===== src/rtl/core/centered_window_average_core_assert.svh =====
// Assertion macros for the centered window average core.
// Self-contained; included by the core, the RTL file that carries assertions.
`ifndef CENTERED_WINDOW_AVERAGE_CORE_ASSERT_SVH
`define CENTERED_WINDOW_AVERAGE_CORE_ASSERT_SVH

// Same-cycle implication, gated off during reset
`define CWA_ASSERT_SAME(label, clk, rst_n, ante, cons, msg) \
    label: assert property (@(posedge clk) disable iff (!rst_n) (ante) |-> (cons)) \
        else $error(msg);

// Next-cycle implication, gated off during reset
`define CWA_ASSERT_NEXT(label, clk, rst_n, ante, cons, msg) \
    label: assert property (@(posedge clk) disable iff (!rst_n) (ante) |=> (cons)) \
        else $error(msg);

`endif


===== src/rtl/core/cwa_pkg.sv =====
// Shared constants and types for the centered window average core.
// No dependencies; used by the core, the checker and the bench.
package cwa_pkg;

    localparam int RADIUS_W        = 5;
    localparam int AVG_W           = 16;
    localparam int MAX_RADIUS_DEF  = 31;
    localparam int SAMPLE_BITS_DEF = 16;

    typedef enum logic [2:0] {
        ST_IDLE,
        ST_SUM,
        ST_DIV,
        ST_EMIT,
        ST_FLUSH
    } t_state;

endpackage


===== src/rtl/core/cwa_ram.sv =====
// Generic single-write, single-read RAM with registered read data.
// No dependencies; holds the sample ring of the core.
module cwa_ram #(
    parameter int WIDTH = 16,
    parameter int DEPTH = 64
) (
    input  logic                     i_clk,
    input  logic                     i_we,
    input  logic [$clog2(DEPTH)-1:0] i_waddr,
    input  logic [WIDTH-1:0]         i_wdata,
    input  logic [$clog2(DEPTH)-1:0] i_raddr,
    output logic [WIDTH-1:0]         o_rdata
);

    logic [WIDTH-1:0] r_mem [DEPTH];
    logic [WIDTH-1:0] r_rdata;

    // write port and registered read port
    always_ff @(posedge i_clk) begin
        if (i_we) begin
            r_mem[i_waddr] <= i_wdata;
        end
        r_rdata <= r_mem[i_raddr];
    end

    assign o_rdata = r_rdata;

endmodule


===== src/rtl/core/centered_window_average_core.sv =====
// Centered moving average over a sample stream, with bit-serial divider.
// Depends on cwa_pkg, cwa_ram and centered_window_average_core_assert.svh.
//
// Each accepted sample beat goes into a ring memory and updates a running
// window sum; the sum is then divided by 2*radius+1 in a restoring divider
// that retires one quotient bit per cycle. A sample beat with a full window
// keeps the core busy while it updates the sum, retires every quotient bit
// and hands the result over, and a stalled result register holds it longer;
// the next sample beat is taken only once the core is back in idle, so the
// serial divider sets the spacing of sample beats and a new sample is not
// taken before the last one is through. Positions without a full window skip
// the divider. On the last sample the trailing positions leave as no-average
// beats, one per cycle while the output is not stalled, before the next sample
// is taken. Writing radius restarts the array; the config port is ready only when idle.
`include "centered_window_average_core_assert.svh"

module centered_window_average_core #(
    parameter int MAX_RADIUS  = cwa_pkg::MAX_RADIUS_DEF,
    parameter int SAMPLE_BITS = cwa_pkg::SAMPLE_BITS_DEF
) (
    input  logic                         i_clk,
    input  logic                         i_rst_n,
    // configuration write channel
    input  logic                         i_cfg_valid,
    output logic                         o_cfg_ready,
    input  logic [cwa_pkg::RADIUS_W-1:0] i_cfg_radius,
    // sample input channel
    input  logic                         i_in_valid,
    output logic                         o_in_stall,
    input  logic [SAMPLE_BITS-1:0]       i_sample,
    input  logic                         i_last_sample,
    // result output channel
    output logic                         o_out_valid,
    input  logic                         i_out_stall,
    output logic                         o_has_average,
    output logic [cwa_pkg::AVG_W-1:0]    o_average,
    output logic                         o_last_result
);

    localparam int AW    = $clog2(2 * MAX_RADIUS + 2);
    localparam int DEPTH = 2 ** AW;
    localparam int SUM_W = SAMPLE_BITS + AW;
    localparam int CNT_W = $clog2(SUM_W);
    localparam logic [cwa_pkg::RADIUS_W-1:0] MaxR  = cwa_pkg::RADIUS_W'(MAX_RADIUS);
    localparam logic [CNT_W-1:0]             DivLast = CNT_W'(SUM_W - 1);

    cwa_pkg::t_state r_state, n_state;

    logic [cwa_pkg::RADIUS_W-1:0] r_radius, n_radius;
    logic [SUM_W-1:0]             r_sum, n_sum;
    logic [AW-1:0]                r_seen, n_seen;
    logic [AW-1:0]                r_ptr, n_ptr;
    logic [SAMPLE_BITS-1:0]       r_sample, n_sample;
    logic                         r_last, n_last;
    logic                         r_sub, n_sub;
    logic                         r_res_has, n_res_has;
    logic                         r_res_fin, n_res_fin;
    logic [AW-1:0]                r_flush_cnt, n_flush_cnt;
    logic [SUM_W-1:0]             r_div, n_div;
    logic [AW-1:0]                r_rem, n_rem;
    logic [CNT_W-1:0]             r_cnt, n_cnt;
    logic                         r_out_valid, n_out_valid;
    logic                         r_out_has, n_out_has;
    logic [cwa_pkg::AVG_W-1:0]    r_out_avg, n_out_avg;
    logic                         r_out_fin, n_out_fin;

    logic [cwa_pkg::RADIUS_W-1:0] r_eff;
    logic [AW-1:0]                r_eff_aw;
    logic [AW-1:0]                win;
    logic [AW-1:0]                seen_inc;
    logic [SUM_W-1:0]             sum_upd;
    logic [AW:0]                  rem_sh;
    logic [AW:0]                  rem_diff;
    logic                         rem_ge;
    logic                         in_acc;
    logic                         cfg_acc;
    logic                         slot_free;
    logic                         ram_we;
    logic [AW-1:0]                ram_raddr;
    logic [SAMPLE_BITS-1:0]       ram_rdata;

    // clamp radius and form the window length
    assign r_eff    = (r_radius > MaxR) ? MaxR : r_radius;
    assign r_eff_aw = {1'b0, r_eff[AW-2:0]};
    assign win      = {r_eff[AW-2:0], 1'b1};

    // handshakes: config takes priority over a sample in the same cycle
    assign o_cfg_ready = (r_state == cwa_pkg::ST_IDLE);
    assign cfg_acc     = i_cfg_valid && o_cfg_ready;
    assign o_in_stall  = (r_state != cwa_pkg::ST_IDLE) || i_cfg_valid;
    assign in_acc      = i_in_valid && !o_in_stall;
    assign slot_free   = !r_out_valid || !i_out_stall;

    // ring write at the pointer, read of the sample leaving the window
    assign ram_we    = in_acc;
    assign ram_raddr = r_ptr - win;

    cwa_ram #(
        .WIDTH (SAMPLE_BITS),
        .DEPTH (DEPTH)
    ) u_ring (
        .i_clk   (i_clk),
        .i_we    (ram_we),
        .i_waddr (r_ptr),
        .i_wdata (i_sample),
        .i_raddr (ram_raddr),
        .o_rdata (ram_rdata)
    );

    // window sum update and saturating sample count
    assign sum_upd  = r_sum + SUM_W'(r_sample) - (r_sub ? SUM_W'(ram_rdata) : '0);
    assign seen_inc = (r_seen == '1) ? r_seen : r_seen + AW'(1);

    // one restoring division step
    assign rem_sh   = {r_rem, r_div[SUM_W-1]};
    assign rem_diff = rem_sh - {1'b0, win};
    assign rem_ge   = (rem_sh >= {1'b0, win});

    // state register and datapath registers
    always_ff @(posedge i_clk) begin
        if (!i_rst_n) begin
            r_state     <= cwa_pkg::ST_IDLE;
            r_radius    <= '0;
            r_sum       <= '0;
            r_seen      <= '0;
            r_ptr       <= '0;
            r_out_valid <= 1'b0;
        end else begin
            r_state     <= n_state;
            r_radius    <= n_radius;
            r_sum       <= n_sum;
            r_seen      <= n_seen;
            r_ptr       <= n_ptr;
            r_out_valid <= n_out_valid;
        end
        r_sample    <= n_sample;
        r_last      <= n_last;
        r_sub       <= n_sub;
        r_res_has   <= n_res_has;
        r_res_fin   <= n_res_fin;
        r_flush_cnt <= n_flush_cnt;
        r_div       <= n_div;
        r_rem       <= n_rem;
        r_cnt       <= n_cnt;
        r_out_has   <= n_out_has;
        r_out_avg   <= n_out_avg;
        r_out_fin   <= n_out_fin;
    end

    // next state and datapath control
    always_comb begin
        n_state     = r_state;
        n_radius    = r_radius;
        n_sum       = r_sum;
        n_seen      = r_seen;
        n_ptr       = r_ptr;
        n_sample    = r_sample;
        n_last      = r_last;
        n_sub       = r_sub;
        n_res_has   = r_res_has;
        n_res_fin   = r_res_fin;
        n_flush_cnt = r_flush_cnt;
        n_div       = r_div;
        n_rem       = r_rem;
        n_cnt       = r_cnt;
        n_out_valid = r_out_valid && i_out_stall;
        n_out_has   = r_out_has;
        n_out_avg   = r_out_avg;
        n_out_fin   = r_out_fin;

        case (r_state)
            cwa_pkg::ST_IDLE: begin
                // take a radius write and restart the array, or take a sample
                if (cfg_acc) begin
                    n_radius = i_cfg_radius;
                    n_sum    = '0;
                    n_seen   = '0;
                    n_ptr    = '0;
                end else if (in_acc) begin
                    n_sample = i_sample;
                    n_last   = i_last_sample;
                    n_sub    = (r_seen >= win);
                    n_state  = cwa_pkg::ST_SUM;
                end
            end
            cwa_pkg::ST_SUM: begin
                // advance the window and decide which beats this sample yields
                n_div     = sum_upd;
                n_rem     = '0;
                n_cnt     = '0;
                n_res_has = (seen_inc >= win);
                n_res_fin = r_last && (r_eff_aw == '0);
                if (seen_inc > r_eff_aw) begin
                    n_flush_cnt = r_eff_aw;
                    n_state     = (seen_inc >= win) ? cwa_pkg::ST_DIV : cwa_pkg::ST_EMIT;
                end else begin
                    n_flush_cnt = seen_inc;
                    n_state     = r_last ? cwa_pkg::ST_FLUSH : cwa_pkg::ST_IDLE;
                end
                if (r_last) begin
                    n_sum  = '0;
                    n_seen = '0;
                    n_ptr  = '0;
                end else begin
                    n_sum  = sum_upd;
                    n_seen = seen_inc;
                    n_ptr  = r_ptr + AW'(1);
                end
            end
            cwa_pkg::ST_DIV: begin
                // shift one quotient bit in per cycle
                n_rem = rem_ge ? rem_diff[AW-1:0] : rem_sh[AW-1:0];
                n_div = {r_div[SUM_W-2:0], rem_ge};
                n_cnt = r_cnt + CNT_W'(1);
                if (r_cnt == DivLast) begin
                    n_state = cwa_pkg::ST_EMIT;
                end
            end
            cwa_pkg::ST_EMIT: begin
                // drop the centered result into the output register
                if (slot_free) begin
                    n_out_valid = 1'b1;
                    n_out_has   = r_res_has;
                    n_out_avg   = r_res_has ? cwa_pkg::AVG_W'(r_div) : '0;
                    n_out_fin   = r_res_fin;
                    n_state     = (r_last && (r_flush_cnt != '0)) ?
                                  cwa_pkg::ST_FLUSH : cwa_pkg::ST_IDLE;
                end
            end
            cwa_pkg::ST_FLUSH: begin
                // give the trailing positions as no-average beats
                if (slot_free) begin
                    n_out_valid = 1'b1;
                    n_out_has   = 1'b0;
                    n_out_avg   = '0;
                    n_out_fin   = (r_flush_cnt == AW'(1));
                    n_flush_cnt = r_flush_cnt - AW'(1);
                    if (r_flush_cnt == AW'(1)) begin
                        n_state = cwa_pkg::ST_IDLE;
                    end
                end
            end
            default: begin
                n_state = cwa_pkg::ST_IDLE;
            end
        endcase
    end

    assign o_out_valid   = r_out_valid;
    assign o_has_average = r_out_has;
    assign o_average     = r_out_avg;
    assign o_last_result = r_out_fin;

    // checks on the sample accept, the divider, the flush counter and the stream clear
    `CWA_ASSERT_NEXT(a_acc_to_sum, i_clk, i_rst_n, in_acc, r_state == cwa_pkg::ST_SUM,
                     "accepted sample did not move to sum")
    `CWA_ASSERT_SAME(a_rem_below_win, i_clk, i_rst_n, r_state == cwa_pkg::ST_DIV,
                     r_rem < win, "divider remainder not below window length")
    `CWA_ASSERT_SAME(a_flush_nonzero, i_clk, i_rst_n, r_state == cwa_pkg::ST_FLUSH,
                     r_flush_cnt != '0, "flush count empty while flushing")
    `CWA_ASSERT_SAME(a_clear_after_flush, i_clk, i_rst_n,
                     r_state == cwa_pkg::ST_IDLE && $past(r_state) == cwa_pkg::ST_FLUSH,
                     r_seen == '0 && r_sum == '0, "stream state not cleared after last beat")

endmodule


===== config.mk =====
export PLATFORM = sky130hd
export DESIGN_NAME = centered_window_average_core
export DESIGN_NICKNAME = d
export VERILOG_FILES = /design/src/rtl/core/cwa_pkg.sv /design/src/rtl/core/cwa_ram.sv /design/src/rtl/core/centered_window_average_core.sv
export VERILOG_INCLUDE_DIRS = /design/src /design/src/rtl/core
export SDC_FILE = /design/constraint.sdc
export NUM_CORES = 1
export LEC_CHECK = 0
export BUFFER_PORTS_ARGS = -buffer_cell sky130_fd_sc_hd__buf_4
export CAP_MARGIN = 10
export CORE_ASPECT_RATIO = 1.25
export CORE_UTILIZATION = 35
export CTS_CLUSTER_SIZE = 40
export DETAILED_ROUTE_END_ITERATION = 10
export HOLD_SLACK_MARGIN = 0.08
export SYNTH_ARGS = -nofsm -noshare
export SYNTH_HDL_FRONTEND = slang
export SYNTH_SLANG_ARGS = --single-unit

===== constraint.sdc =====
create_clock -name i_clk -period 5.98 [get_ports i_clk]
set_clock_uncertainty 0.2 [all_clocks]
set_input_delay 0.598 -clock i_clk [delete_from_list [all_inputs] [get_ports i_clk]]
set_output_delay 0.598 -clock i_clk [all_outputs]
set_load 0.005 [all_outputs]

# == Word level (Yosys, flattened, before mapping) ==
# Memory sizes are Yosys's and may differ from the RTL's. A register that Yosys moved wholly into a read port is not among the register bits.
# Index checks and enable logic that the tools add are counted.
# Widths: inputs -> output; s select.
# totals
wordCells,115
ramBits,1024
register_bits,120
out_inout_bits,21
memories,1
in_bits,27
# classes
eq_ne,14
bitwise_logic,1
muxes,43
n_addsub,8
n_reduce_logical,25
n_lt_le_gt_ge,5
# mem_list
memory,depth,word_bits,rd,rd_clocked_by_memory_dff,write_ports,line_no,source
u_ring.r_mem,64,16,1,1,1,cwa_ram.sv:15,logic [WIDTH-1:0] r_mem [DEPTH];
# op_table
op,n
$pmux 22 s2,2
$mux 16,4
$pmux 6 s2,4
$mux 22,2
$mux 6,7
$pmux 16 s2,1
$mux 3,9
$add 22x16->22,1
$sub 22x16->22,1
$pmux 3 s5,1
$add 6x1->6 const B,2
$ge 6x6->1,2
$sub 6x6->6,2
$ne 2x2->1 const B,5
$pmux 5 s2,1
$mux 1,9
$reduce_bool 2->1,4
$ge 7x6->1,1
$eq 3x2->1 const B,2
$eq 6x1->1 const B,1
$eq 6x6->1 const B,1
$gt 6x5->1,1
$logic_not 6->1,1
$reduce_and 2->1,3
other kinds (19),29

# == Depth between registers and ports, before layout ==
# logic_depth
ltp_word,7
ltp_mapped,15
ltp_nobuf,13

# == Cells and area by module ==
# A second synthesis with hierarchy kept.
# unflattened
cells_unflattened,2610
area_unflattened_um2,47357.9
# modules_own_cells
module,instances,area_each_um2,cells_each,seq_area_each_um2
cwa_ram,1,40042.2,1829,31069.8
centered_window_average_core,1,7315.8,781,3173.0

# == Worst setup path after synthesis ==
# OpenSTA, ideal clock, no wires.
# synth_timing
path_type,register to register
from,register r_ptr[0]
to,"register u_ring.r_rdata[11] (netlist: u_ring.o_rdata[11]), read port of u_ring.r_mem"
required_ns,5.648
period_less_slack_ns,4.004
path_slack_ns,1.976
path_buffers,7
arrival_time_ns,3.671
setup_time_ns,0.132
path_stages_with_launch,14
path_cell_list,dfxtp_1 clkbuf_1 buf_4 buf_4 clkbuf_1 inv_2 fa_1 clkbuf_1 clkbuf_1 clkbuf_1 mux4_2 mux4_2 mux2i_1 a21oi_1
# synth_between
elab_chain_cells,1
# synth_rtl
element,line_no,source
start: declaration,centered_window_average_core.sv:52,"logic [AW-1:0] r_ptr, n_ptr;"
start signal: assignment,centered_window_average_core.sv:133,r_ptr <= n_ptr;
$sub 6x6->6,centered_window_average_core.sv:96,assign ram_raddr = r_ptr - win;
end: declaration,cwa_ram.sv:16,logic [WIDTH-1:0] r_rdata;
# Every way passes these cells.
# A chain may end at the register's enable or synchronous reset.

# == Worst setup path after layout ==
# layout_timing
from,register r_ptr[1]
to,"register u_ring.r_rdata[2] (netlist: u_ring.o_rdata[2]), read port of u_ring.r_mem"
# The elaborated chain is that of the path after synthesis.

==> out/metrics.yaml <==
syn_area_um2: 46800
dr.pass1.iters: 10
post_cts_resized: 0
rows: 149
synth-warning-count: 0
clock_sinks: 1160
drive_gt1_share_pct: 24.9
max-cap-violations: 0
wl_per_cell_um: 25.5
io_buffer_count: 47
yosysTopAreaCell: "edfxtp_1"
setup-tns-final_ps: 0
synth-edff-count: 1101
globalplace.congestion: 0.815
synthArstFlopShare_pct: 0
grt_use_met2_pct: 29.6
tritoncts: "built"
synth.net_count: 2473
slew_headroom_pct: 20.1
multi_input_area_um2: 11800
arrival_ps: 4690
hold_path_class: "in2reg"
violations: "design-rule violations"
cts_made_buffers: 107
die_h_um: 411
clkTransAtPathRegs_ps: 70
grt_overflow_total: 0
fp.dieW_um: 329
p_leak_nw: 17.1
setup_viol: 0
root_buffer: "clkbuf_16"
finalHoldViolCount: 0
cts.htree.levels: 3
vias: 22934
cellPowerDensity_nw_per_um2: 409
critPathRequiredTime_ps: 6370
clock_latency_ps: 720
yosysTopAreaCellShare_pct: 70.6
min_period_ps: 4300
synth_area_leaders: "edfxtp_1 71%, mux4_2 15%, dfxtp_1 2.5%, ha_1 1.2%, nor2_1 1.1%"
grt_use_met3_pct: 2.48
grt_pass1_vias: 24003
dieArea_um2: 135000
num_io_pins: 48
top_usage_layer: "met2"
crit_top_cell: "mux4_2"
post-route-drc-count: 10
grt_pass1_wl_um: 164000
grt_use_met1_pct: 20.5
r2r_setup_slack_ps: 1680
slowest_stage: "fa_4"
antenna_found_initial: 2
clk_path_buf_depth: 3
fin_nets: 2621
path_cells: "inv_1, fa_4, buf_12, mux4_2, mux4_2, nor2b_1, a211oi_1, a21oi_1"
rsz0062_at_grt: "false"
core_um2: 132000
cpLargestDelayFamily: "adder cells"
synth-main-ff-cell: "edfxtp_1"
fillers: 11605
grt_max_degree: 103
seq_area_frac_synth_pct: 73.1
viasPerCell: 5.26
maxSlewViolCount: 0
vdd_drop_max_mv: 0.288
crit_path_end_kind: "register"
fin_crit_sh_pct: 71.9
start_util_pct: 35.4
synth_cell_types: 63
ff_latch_area_um2: 34200
critPathMaxFanout: 64
syn_avg_cell_area_um2: 19.7
critPathKind: "reg2reg"
start_kind: "register"
p_total_mw: 21.9
drt-initial-drc-count: 2107
grt.total_usage_pct: 16.6
wl_um: 111000
timing.fmax_mhz: 232
critical_path_buf_inv_count: 2
area_growth_pct: 14.0
antenna_left: 0
synthCells: 2382
tightestPinTransition_ps: 1190
critPathMaxStageDelay_ps: 1220
outcome: "finished, violations left"
ys_ff_latch: 1160
dpl.hpwl_um: 68100
-- state kept, by name, summed over array words and instances (netlist names), 16 cells and up --
register and count:
o_average 16, r_div 22, r_sample 16, r_sum 22
u_ring.o_rdata 16, u_ring.r_mem 1024
-- final timing paths --
| kind | from | endpoint | cells past startpoint |
|---|---|---|---|
| hold reg to reg | r_sum[10]$_SDFFE_PN0P_ | r_sum[10]$_SDFFE_PN0P_ | 2 |
| setup reg to reg | r_ptr[1]$_SDFFE_PN0P_ | u_ring.o_rdata[2]$_DFF_P_ | 8 |
| setup / recovery | r_ptr[1]$_SDFFE_PN0P_ | u_ring.o_rdata[2]$_DFF_P_ | 8 |
| hold / removal | i_in_valid | r_state[0]$_SDFFE_PN0P_ | 5 |
-- kinds of logic (layout without fill, tap and decap cells) --
kind of cell / Yosys count / count (layout) / synth area share, %
AOI/OAI and AO/OA: 197 / 197 / 2.77
and+or+nand+nor: 364 / 364 / 3.65
xor gates and xnor gates: 40 / 40 / 0.780
other: 0 / 3 / 0
muxes: 341 / 341 / 15.8
DFF: 1160 / 1160 / 73.1
buffers and inverters: 213 / 453 / 1.81
adders and majority gates: 67 / 67 / 2.06
-- cell usage after synthesis (all sizes together) (12+ instances only) --
cell and count:
buf 40, o21ai 28, a211oi 21, a21oi 61, nand2 81, a22oi 23, xnor2 28, dfxtp 59
ha 46, nand3 30, clkbuf 79, xor2 12, and3 21, mux4 320, edfxtp 1101, nor2 139
a21o 16, fa 18, inv 92, nor2b 20, and2 28, mux2i 21
-- worst reg2reg max path, cell delays in order (launching register included) --
cell and delay [ps]:
dfxtp_1 470, inv_1 160, fa_4 1230, buf_12 390
mux4_2 510, mux4_2 570, nor2b_1 220, a211oi_1 370
a21oi_1 80
-- layout by cell type, fill, tap and decap left out, types with 19 or more instances in the layout --
cell | synthesis | routed
clkinv_1 | 2 | 19
nand3_1 | 30 | 30
a22oi_1 | 23 | 23
nor2b_1 | 20 | 20
and3_1 | 21 | 21
a211oi_1 | 21 | 21
mux2i_1 | 21 | 21
and2_1 | 27 | 27
dfxtp_1 | 59 | 58
a21oi_1 | 58 | 58
nor2_1 | 139 | 137
clkbuf_16 | 0 | 110
xnor2_1 | 26 | 24
ha_1 | 46 | 46
buf_4 | 3 | 144
clkinv_2 | 0 | 25
inv_1 | 88 | 88
mux4_2 | 320 | 320
edfxtp_1 | 1101 | 1101
nand2_1 | 81 | 81
clkbuf_1 | 79 | 22
-- layer usage --
metal / wire, um / up-vias
met3: 5800 / 150
met4: 3230 / 0
li1: - / 9933
met1: 43700 / 12161
met2: 58400 / 690
met5: 0 / -
-- where the power goes --
group / leakage (nW) / internal, mW / switching [mW] / total (mW)
clock: 1.74 / 3.86 / 2.99 / 6.86
combinational: 4.92 / 2.31 / 3.06 / 5.38
sequential: 10.4 / 9.35 / 0.289 / 9.63
total: 17.1 / 15.5 / 6.35 / 21.9
-- metrics by stage --
stage | worst slack (ps) | util (%) | instances | cell area, um2 | hold slack (ps)
2_1_floorplan | 1980 | - | 2382 | 46800 | 244
6_report | 1680 | 40.4 | 4361 | 53400 | 185
3_5_place_dp | 1640 | 37.6 | 4149 | 49800 | 272
3_3_place_gp | 1670 | 37.6 | 4149 | 49800 | 266
4_1_cts | 1580 | 40.3 | 4358 | 53400 | 150
5_1_grt | 1500 | 40.3 | 4359 | 53400 | 187
-- layout make-up --
class                           count  share of cell area, %
Antenna cell                        3                 0.0141
Clock buffer                      135                   5.39
Clock inverter                     66                   1.25
Multi-Input combinational cell   1009                   22.1
Timing Repair Buffer              158                   2.40
Tap cell                         1736                   4.07
Sequential cell                  1160                   64.1
Inverter                           94                  0.661
-- repair_timing --
| item | in CTS | in global routing |
|---|---|---|
| hold buffers | 8 | 0 |
| endpoints found under the hold margin | 15 | 0 |
| buffers inserted | 0 | 0 |
(Power assumes the default switching activity.)
